`config.mk`:
```
export PLATFORM = sky130hd
export DESIGN_NAME = cic_decimator_top
export DESIGN_NICKNAME = d
export VERILOG_FILES = /design/src/sv/cic_pkg.sv /design/src/sv/cic_front.sv /design/src/sv/cic_queue.sv /design/src/sv/cic_back.sv /design/src/sv/cic_decimator_top.sv
export VERILOG_INCLUDE_DIRS = /design/src /design/src/sv
export SDC_FILE = /design/constraint.sdc
export NUM_CORES = 2
export LEC_CHECK = 0
export BUFFER_PORTS_ARGS = -buffer_cell sky130_fd_sc_hd__buf_2
export CORE_MARGIN = 2
export CORE_UTILIZATION = 25
export CTS_BUF_LIST = sky130_fd_sc_hd__clkbuf_4 sky130_fd_sc_hd__clkbuf_8
export DETAILED_ROUTE_END_ITERATION = 10
export SYNTH_ARGS = -nofsm -noshare
export SYNTH_HDL_FRONTEND = slang
export SYNTH_SLANG_ARGS = --single-unit
```
`constraint.sdc`:
```
create_clock -name clk -period 10.1 [get_ports clk]
set_input_delay 1.01 -clock clk [delete_from_list [all_inputs] [get_ports clk]]
set_output_delay 1.01 -clock clk [all_outputs]
set_load 0.02 [all_outputs]
```
`src/sv/cic_decimator_top_assert.svh`:
```
// ----------------------------------------------------------------------------
// CIC decimator assertion macros
// Shared concurrent assertion forms, clocked on clk and disabled in reset.
// ----------------------------------------------------------------------------
`ifndef CIC_DECIMATOR_TOP_ASSERT_SVH
`define CIC_DECIMATOR_TOP_ASSERT_SVH

// same-cycle implication
`define CIC_ASSERT_IMPLY(label, ante, cons) \
  label: assert property (@(posedge clk) disable iff (rst) (ante) |-> (cons)) \
    else $error("cic_decimator: assertion failed");

// next-cycle implication
`define CIC_ASSERT_NEXT(label, ante, cons) \
  label: assert property (@(posedge clk) disable iff (rst) (ante) |=> (cons)) \
    else $error("cic_decimator: assertion failed");

`endif

```
`src/sv/cic_pkg.sv`:
```
// ----------------------------------------------------------------------------
// cic_pkg
// Constants, configuration types and clamping helpers of the CIC decimator.
// ----------------------------------------------------------------------------
`default_nettype none

package cic_pkg;

  localparam int MAX_STAGES  = 6;
  localparam int MAX_DELAY   = 4;

  localparam int DATA_W      = 32;
  localparam int DECIM_W     = 16;
  localparam int STAGE_FLD_W = 3;
  localparam int DELAY_FLD_W = 3;
  localparam int GAIN_W      = 32;

  localparam int STG_CNT_W   = $clog2(MAX_STAGES + 1);
  localparam int STG_IDX_W   = (MAX_STAGES > 1) ? $clog2(MAX_STAGES) : 1;
  localparam int DLY_CNT_W   = $clog2(MAX_DELAY + 1);
  localparam int DLY_IDX_W   = (MAX_DELAY > 1) ? $clog2(MAX_DELAY) : 1;

  localparam int CFG_ADDR_W  = 2;
  localparam int CFG_DATA_W  = 32;

  localparam int QUEUE_DEPTH = 2;

  localparam int DIV_STEPS   = DATA_W;
  localparam int DIV_CNT_W   = $clog2(DIV_STEPS);

  localparam logic [CFG_ADDR_W-1:0] REG_DECIM  = CFG_ADDR_W'(0);
  localparam logic [CFG_ADDR_W-1:0] REG_STAGES = CFG_ADDR_W'(1);
  localparam logic [CFG_ADDR_W-1:0] REG_DELAY  = CFG_ADDR_W'(2);
  localparam logic [CFG_ADDR_W-1:0] REG_GAIN   = CFG_ADDR_W'(3);

  // configuration as used by the datapath (already clamped)
  typedef struct packed {
    logic [DECIM_W-1:0]   decim;
    logic [STG_CNT_W-1:0] nst;
    logic [DLY_CNT_W-1:0] dly;
    logic [GAIN_W-1:0]    gain;
  } cfg_t;

  typedef struct packed {
    logic full;
    logic empty;
  } q_status_t;

  function automatic logic [DECIM_W-1:0] fix_decim(input logic [DECIM_W-1:0] v);
    logic [DECIM_W-1:0] r;
    r = (v == '0) ? DECIM_W'(1) : v;
    return r;
  endfunction

  function automatic logic [GAIN_W-1:0] fix_gain(input logic [GAIN_W-1:0] v);
    logic [GAIN_W-1:0] r;
    r = (v == '0) ? GAIN_W'(1) : v;
    return r;
  endfunction

  function automatic logic [STG_CNT_W-1:0] clamp_stages(input logic [STAGE_FLD_W-1:0] v);
    logic [STG_CNT_W-1:0] r;
    if (v == '0) begin
      r = STG_CNT_W'(1);
    end else if (int'(v) > MAX_STAGES) begin
      r = STG_CNT_W'(MAX_STAGES);
    end else begin
      r = STG_CNT_W'(v);
    end
    return r;
  endfunction

  function automatic logic [DLY_CNT_W-1:0] clamp_delay(input logic [DELAY_FLD_W-1:0] v);
    logic [DLY_CNT_W-1:0] r;
    if (v == '0) begin
      r = DLY_CNT_W'(1);
    end else if (int'(v) > MAX_DELAY) begin
      r = DLY_CNT_W'(MAX_DELAY);
    end else begin
      r = DLY_CNT_W'(v);
    end
    return r;
  endfunction

endpackage

`default_nettype wire

```
`src/sv/cic_front.sv`:
```
// ----------------------------------------------------------------------------
// cic_front
// Accepts samples, runs them through the integrator chain with one shared
// adder, counts the decimation phase and queues every M-th integrator value.
// ----------------------------------------------------------------------------
`default_nettype none

`include "cic_decimator_top_assert.svh"

module cic_front
  import cic_pkg::*;
(
  input  logic              clk,
  input  logic              rst,
  input  cfg_t              cfg,
  input  logic              in_valid,
  output logic              in_stall,
  input  logic [DATA_W-1:0] sample,
  input  q_status_t         q_status,
  output logic              push,
  output logic [DATA_W-1:0] push_data
);

  typedef enum logic [2:0] {
    F_IDLE  = 3'b001,
    F_INTEG = 3'b010,
    F_PUSH  = 3'b100
  } front_state_t;

  front_state_t         state;
  logic [STG_IDX_W-1:0] s;
  logic [DATA_W-1:0]    x;
  logic [DATA_W-1:0]    integ [MAX_STAGES];
  logic [DECIM_W-1:0]   phase;

  logic [DATA_W-1:0]    sum;
  logic [STG_CNT_W-1:0] last_idx;
  logic                 last;
  logic [DECIM_W:0]     phase_inc;
  logic                 more;

  assign sum       = integ[s] + x;
  assign last_idx  = cfg.nst - STG_CNT_W'(1);
  assign last      = (STG_CNT_W'(s) == last_idx);
  assign phase_inc = (DECIM_W + 1)'(phase) + (DECIM_W + 1)'(1);
  assign more      = (phase_inc < {1'b0, cfg.decim});

  assign in_stall  = (state != F_IDLE);
  assign push      = (state == F_PUSH) && !q_status.full;
  assign push_data = x;

  always_ff @(posedge clk) begin
    if (rst) begin
      state <= F_IDLE;
      s     <= '0;
      phase <= '0;
      for (int i = 0; i < MAX_STAGES; i++) begin
        integ[i] <= '0;
      end
    end else begin
      unique case (state)
        F_IDLE: begin
          if (in_valid) begin
            x     <= sample;
            s     <= '0;
            state <= F_INTEG;
          end
        end
        F_INTEG: begin
          integ[s] <= sum;
          x        <= sum;
          if (last) begin
            if (more) begin
              phase <= phase_inc[DECIM_W-1:0];
              state <= F_IDLE;
            end else begin
              phase <= '0;
              state <= F_PUSH;
            end
          end else begin
            s <= s + STG_IDX_W'(1);
          end
        end
        F_PUSH: begin
          if (!q_status.full) begin
            state <= F_IDLE;
          end
        end
        default: state <= F_IDLE;
      endcase
    end
  end

  `CIC_ASSERT_IMPLY(a_push_phase_clear, state == F_PUSH, phase == '0)

endmodule

`default_nettype wire

```
`src/sv/cic_queue.sv`:
```
// ----------------------------------------------------------------------------
// cic_queue
// Short word queue between the integrator front and the comb/divide back.
// ----------------------------------------------------------------------------
`default_nettype none

`include "cic_decimator_top_assert.svh"

module cic_queue
  import cic_pkg::*;
(
  input  logic              clk,
  input  logic              rst,
  input  logic              push,
  input  logic [DATA_W-1:0] push_data,
  input  logic              pop,
  output logic [DATA_W-1:0] pop_data,
  output q_status_t         q_status
);

  localparam int PTR_W = (QUEUE_DEPTH > 1) ? $clog2(QUEUE_DEPTH) : 1;
  localparam int CNT_W = $clog2(QUEUE_DEPTH + 1);

  logic [DATA_W-1:0] mem [QUEUE_DEPTH];
  logic [PTR_W-1:0]  wr_ptr;
  logic [PTR_W-1:0]  rd_ptr;
  logic [CNT_W-1:0]  count;

  function automatic logic [PTR_W-1:0] ptr_inc(input logic [PTR_W-1:0] p);
    logic [PTR_W-1:0] r;
    r = (p == PTR_W'(QUEUE_DEPTH - 1)) ? '0 : p + PTR_W'(1);
    return r;
  endfunction

  assign pop_data       = mem[rd_ptr];
  assign q_status.full  = (count == CNT_W'(QUEUE_DEPTH));
  assign q_status.empty = (count == '0);

  always_ff @(posedge clk) begin
    if (push) begin
      mem[wr_ptr] <= push_data;
    end
  end

  always_ff @(posedge clk) begin
    if (rst) begin
      wr_ptr <= '0;
      rd_ptr <= '0;
      count  <= '0;
    end else begin
      if (push) begin
        wr_ptr <= ptr_inc(wr_ptr);
      end
      if (pop) begin
        rd_ptr <= ptr_inc(rd_ptr);
      end
      priority if (push && !pop) begin
        count <= count + CNT_W'(1);
      end else if (pop && !push) begin
        count <= count - CNT_W'(1);
      end
    end
  end

  `CIC_ASSERT_IMPLY(a_no_push_full, push, !q_status.full)
  `CIC_ASSERT_IMPLY(a_no_pop_empty, pop, !q_status.empty)

endmodule

`default_nettype wire

```
`src/sv/cic_back.sv`:
```
// ----------------------------------------------------------------------------
// cic_back
// Runs a queued integrator word through the comb stages one stage a cycle,
// divides by the gain with a bit-serial signed divider and holds the result.
// ----------------------------------------------------------------------------
`default_nettype none

`include "cic_decimator_top_assert.svh"

module cic_back
  import cic_pkg::*;
(
  input  logic              clk,
  input  logic              rst,
  input  cfg_t              cfg,
  input  q_status_t         q_status,
  output logic              pop,
  input  logic [DATA_W-1:0] pop_data,
  output logic              out_valid,
  input  logic              out_stall,
  output logic [DATA_W-1:0] filtered
);

  typedef enum logic [3:0] {
    B_IDLE = 4'b0001,
    B_COMB = 4'b0010,
    B_DIV  = 4'b0100,
    B_OUT  = 4'b1000
  } back_state_t;

  back_state_t          state;
  logic [STG_IDX_W-1:0] s;
  logic [DATA_W-1:0]    v;
  logic [DATA_W-1:0]    line [MAX_STAGES][MAX_DELAY];
  logic                 neg;
  logic [DATA_W-1:0]    rem;
  logic [DATA_W-1:0]    quot;
  logic [DIV_CNT_W-1:0] cnt;

  logic [DLY_CNT_W-1:0] dly_m1;
  logic [DLY_IDX_W-1:0] tap;
  logic [STG_CNT_W-1:0] last_idx;
  logic                 last;
  logic [DATA_W-1:0]    cdiff;
  logic [DATA_W-1:0]    mag;
  logic [DATA_W:0]      shifted;
  logic [DATA_W+1:0]    trial;
  logic                 ge;
  logic [DATA_W-1:0]    result;

  assign dly_m1   = cfg.dly - DLY_CNT_W'(1);
  assign tap      = dly_m1[DLY_IDX_W-1:0];
  assign last_idx = cfg.nst - STG_CNT_W'(1);
  assign last     = (STG_CNT_W'(s) == last_idx);
  assign cdiff    = v - line[s][tap];
  assign mag      = cdiff[DATA_W-1] ? (~cdiff + DATA_W'(1)) : cdiff;

  // restoring step: shift in next dividend bit, subtract gain if it fits
  assign shifted  = {rem, quot[DATA_W-1]};
  assign trial    = {1'b0, shifted} - {2'b00, cfg.gain};
  assign ge       = !trial[DATA_W+1];
  assign result   = neg ? (~quot + DATA_W'(1)) : quot;

  assign pop      = (state == B_IDLE) && !q_status.empty;

  always_ff @(posedge clk) begin
    if (rst) begin
      state     <= B_IDLE;
      s         <= '0;
      out_valid <= 1'b0;
      for (int i = 0; i < MAX_STAGES; i++) begin
        for (int k = 0; k < MAX_DELAY; k++) begin
          line[i][k] <= '0;
        end
      end
    end else begin
      if (out_valid && !out_stall && (state != B_OUT)) begin
        out_valid <= 1'b0;
      end
      unique case (state)
        B_IDLE: begin
          if (!q_status.empty) begin
            v     <= pop_data;
            s     <= '0;
            state <= B_COMB;
          end
        end
        B_COMB: begin
          line[s][0] <= v;
          for (int k = 1; k < MAX_DELAY; k++) begin
            line[s][k] <= line[s][k-1];
          end
          v <= cdiff;
          if (last) begin
            neg   <= cdiff[DATA_W-1];
            quot  <= mag;
            rem   <= '0;
            cnt   <= '0;
            state <= B_DIV;
          end else begin
            s <= s + STG_IDX_W'(1);
          end
        end
        B_DIV: begin
          rem  <= ge ? trial[DATA_W-1:0] : shifted[DATA_W-1:0];
          quot <= {quot[DATA_W-2:0], ge};
          cnt  <= cnt + DIV_CNT_W'(1);
          if (cnt == DIV_CNT_W'(DIV_STEPS - 1)) begin
            state <= B_OUT;
          end
        end
        B_OUT: begin
          if (!out_valid || !out_stall) begin
            filtered  <= result;
            out_valid <= 1'b1;
            state     <= B_IDLE;
          end
        end
        default: state <= B_IDLE;
      endcase
    end
  end

  `CIC_ASSERT_NEXT(a_pop_starts_comb, pop, (state == B_COMB) && (s == '0))
  `CIC_ASSERT_IMPLY(a_quot_bound, state == B_OUT, quot <= 32'h8000_0000)

endmodule

`default_nettype wire

```
`src/sv/cic_decimator_top.sv`:
```
// ----------------------------------------------------------------------------
// cic_decimator_top
// Hogenauer CIC decimation filter on signed 32-bit samples.
// ----------------------------------------------------------------------------
// Each sample goes through N wrapping integrators on one shared adder, so the
// input side stalls while it integrates a sample and, on a sample that
// produces an output, while it pushes that value into the two-word queue,
// waiting while the queue is full. Every M-th integrator value is queued to
// the back end, which pops a word, runs the N comb stages one a cycle, then a
// 32-step bit-serial signed divider, and loads the output register once it is
// empty or its result is taken. The front keeps taking samples while the back
// works and while a result waits in the output register, until the queue
// fills. Registers are written through cfg_wen/cfg_addr/cfg_wdata; values
// out of range are clamped at the write. Reset clears control, configuration,
// integrator, comb-line and queue-pointer state, but not the data registers.
`default_nettype none

module cic_decimator_top
  import cic_pkg::*;
(
  input  logic                  clk,
  input  logic                  rst,
  input  logic                  cfg_wen,
  input  logic [CFG_ADDR_W-1:0] cfg_addr,
  input  logic [CFG_DATA_W-1:0] cfg_wdata,
  input  logic                  in_valid,
  output logic                  in_stall,
  input  logic [DATA_W-1:0]     sample,
  output logic                  out_valid,
  input  logic                  out_stall,
  output logic [DATA_W-1:0]     filtered
);

  cfg_t              cfg;
  q_status_t         q_status;
  logic              push;
  logic [DATA_W-1:0] push_data;
  logic              pop;
  logic [DATA_W-1:0] pop_data;

  always_ff @(posedge clk) begin
    if (rst) begin
      cfg.decim <= DECIM_W'(1);
      cfg.nst   <= STG_CNT_W'(1);
      cfg.dly   <= DLY_CNT_W'(1);
      cfg.gain  <= GAIN_W'(1);
    end else if (cfg_wen) begin
      unique case (cfg_addr)
        REG_DECIM:  cfg.decim <= fix_decim(cfg_wdata[DECIM_W-1:0]);
        REG_STAGES: cfg.nst   <= clamp_stages(cfg_wdata[STAGE_FLD_W-1:0]);
        REG_DELAY:  cfg.dly   <= clamp_delay(cfg_wdata[DELAY_FLD_W-1:0]);
        REG_GAIN:   cfg.gain  <= fix_gain(cfg_wdata[GAIN_W-1:0]);
        default: ;
      endcase
    end
  end

  cic_front u_front (
    .clk       (clk),
    .rst       (rst),
    .cfg       (cfg),
    .in_valid  (in_valid),
    .in_stall  (in_stall),
    .sample    (sample),
    .q_status  (q_status),
    .push      (push),
    .push_data (push_data)
  );

  cic_queue u_queue (
    .clk       (clk),
    .rst       (rst),
    .push      (push),
    .push_data (push_data),
    .pop       (pop),
    .pop_data  (pop_data),
    .q_status  (q_status)
  );

  cic_back u_back (
    .clk       (clk),
    .rst       (rst),
    .cfg       (cfg),
    .q_status  (q_status),
    .pop       (pop),
    .pop_data  (pop_data),
    .out_valid (out_valid),
    .out_stall (out_stall),
    .filtered  (filtered)
  );

endmodule

`default_nettype wire

```
==> run metrics <==
CP Data Arrival Time=7.83 ns; Ports=105; reg-to-reg slack, setup=2.93 ns; LEAKAGE=28.41 nW; net count after synthesis=5,329; deepest clock path buffer count=4; setup bufs post-CTS=0; row count=198; starting density of the core=0.2510; number of synthesized flops with an enable pin=1,510; Core ar.=290,600 µm²; die width=544.1 µm; clk_lat worst skew=1.00 ns; Yosys cell types=82; clk sinks=1,604; post-cts hold buffer count=0; synth warn=0; worst hold endpoint=cfg[41]; residual DRC count=0; fmax=0.1394 GHz; # nets final=5,514; Die Area=296,000 µm²; CTS tree=built; Hold Violations, Final=0; sequential area share after synthesis=0.6476; Pwr Density=180.4 nW/µm²; Pre-antenna DRT Iters=6; post-synthesis register bit count=1,604; grt total ovfl=0; ys async rst share=0; Least-Margin Pin Slew=1.230 ns; relative slew slack=0.1779; Tot Pwr=15.05 mW; routed wire length=190,900 µm; post-DR vias/cell=4.664; commonest non-fill, non-tap cells in the layout=1,510 x edfxtp_1, 895 x nor2_1, 349 x mux4_2, 293 x clkbuf_8, 264 x nand2_1; initial antenna violation count=6; # fillers=29.16k; worst vdd ir=0.1360 mV; setup TNS=0 ns; Final setup viols=0; Fin Hold WS=0.3183 ns; # resized after CTS=0; I/O Buffers=104; Hold Startpoint=cfg_wdata[3]; largest net degree at the start of global routing=123; hpwl dp=109,700 µm; Synth Area per Inst=14.20 µm²; commonest non-fill, non-tap cell in the layout=edfxtp_1; register clock-pin slew on the reported worst setup and hold paths=0.06 ns; DR WL/cell=20.27 µm; Crit Path Class=flop to flop; MaxCap Viol Count=0; post-layout minimum cycle time=7.175 ns; Mapped Cells=5,137; fraction of layout cells with a size suffix above 1=0.1907; period utilization=0.7104; crit-path max FO=50; worst hold path class=input port to flop; hold depth=3; Max Slew Vio Count=0; first-pass GRT wire length=285,500 µm; R2R cell count=17; vias in the first global route=45.48k; CTS buffer count=283; skew final=0.08252 ns; Setup crit end kind=flop; RR Endpoint=u_back.quot[30]; routed via count=43.92k; Root Driver=clkbuf_8; H-tree depth=5; status=finished clean; DR iter-0 viols=4,009; netlist area before placement=72,930 µm²; startpoint types=flop; gpl congestion=0.8625; chip height=544.1 µm; Worst EP required=10.75 ns; Tot GR Track Use=0.1266; P&R area growth vs syn=14.37%; RSZ-0062 raised after global routing=no; ys flop type=edfxtp_1; Routed Antenna Nets=0
[flip-flops by register name (all words and copies together) (netlist names), named ones only]
name and flops:
u_front.state 3, cfg 53, u_back.cnt 5, u_back.state 4, u_queue.rd_ptr 1, u_queue.count 2
u_back.filtered 32, u_queue.wr_ptr 1, u_front.push_data 32, u_queue.mem 64, u_back.s 3, u_back.line 1024
u_back.rem 32, u_back.quot 32, u_front.integ 256, u_back.out_valid 1, u_back.neg 1, u_back.v 32
u_front.phase 16, u_front.s 3
[synthesized netlist by cell type (67+ instances only)]
| library cell | number | area (µm²) |
|---|---|---|
| ha_1 | 118 | 1476 |
| a21oi_1 | 173 | 865.8 |
| clkbuf_1 | 223 | 837.1 |
| xnor2_1 | 101 | 884.6 |
| mux4_2 | 349 | 7860 |
| inv_1 | 212 | 795.8 |
| xor2_1 | 67 | 586.8 |
| nand2_1 | 266 | 998.5 |
| mux2i_1 | 190 | 1902 |
| and2_1 | 163 | 1020 |
| edfxtp_1 | 1510 | 45340 |
| nor2_1 | 903 | 3390 |
| o21ai_0 | 137 | 685.7 |
| dfxtp_1 | 94 | 1882 |
[power breakdown]
part / leakage, nW / switching, mW / internal, mW
combinational: 9.89 / 1.01 / 0.565
clock: 2.80 / 2.62 / 3.15
sequential: 15.7 / 0.162 / 7.53
[cell type report]
| class | count | area, µm² | area share |
|---|---|---|---|
| Antenna cell | 4 | 10.01 | 0.0001200 |
| Tap cell | 3900 | 4880 | 0.05851 |
| Sequential cell | 1604 | 47250 | 0.5664 |
| Multi-Input combinational cell | 3036 | 24030 | 0.2881 |
| Clock inverter | 92 | 558.0 | 0.006691 |
| Clock buffer | 382 | 4701 | 0.05636 |
| Timing Repair Buffer | 183 | 1179 | 0.01413 |
| Inverter | 214 | 803.3 | 0.009631 |
[worst max-delay path, cell delays in order (launching register included)]
cell	delay (ns)
dfxtp_4	0.71
buf_4	0.69
buf_4	0.76
mux4_2	0.40
mux2i_1	0.55
mux4_2	0.52
ha_1	0.34
a21oi_1	0.16
nand3_1	0.15
o21ai_1	0.24
xor2_1	0.40
nand3_1	0.20
or3_1	0.40
nand3b_1	0.28
or3_1	0.45
o41ai_2	0.26
xnor2_1	0.16
a21oi_1	0.09
[metrics by stage]
stage          instance area, µm²  std cells  worst slack, ns    util
2_1_floorplan               72930       5137            2.774       -
3_3_place_gp                78140       8937            3.090  0.2689
3_5_place_dp                78140       8937            2.993  0.2689
4_1_cts                     83400       9411            2.973  0.2870
5_1_grt                     83400       9413            2.453  0.2870
6_report                    83410       9415            2.925  0.2870
[per-layer routing]
metal,share of wire,vias up,track usage
met3,0.068,326,0.02262
li1,-,19456,-
met1,0.43,22558,0.1686
met2,0.48,1574,0.2097
met5,0.000037,-,0
met4,0.024,2,0.03681
[logic make-up after synthesis]
group / count (synthesis) / synth area share
buf+inv: 497 / 0.02579
compound gates: 526 / 0.04476
xor+xnor: 168 / 0.02018
fa+ha+maj: 121 / 0.02107
mux: 571 / 0.1388
flops: 1604 / 0.6476
simple gates: 1650 / 0.1018
[worst max-delay path by stage]
stage / start / cells after the start / slack (ns) / to
after floorplan: rst / 4 / 2.77 / u_back.line[6][0]
after global placement: flop / 17 / 3.09 / u_back.quot[30]
after detailed placement: flop / 17 / 2.99 / u_back.quot[30]
after CTS: flop / 18 / 2.97 / u_back.quot[18]
after global routing: flop / 19 / 2.45 / u_back.quot[18]
final: flop / 17 / 2.93 / u_back.quot[30]
Power figures use the tool's default switching activity.
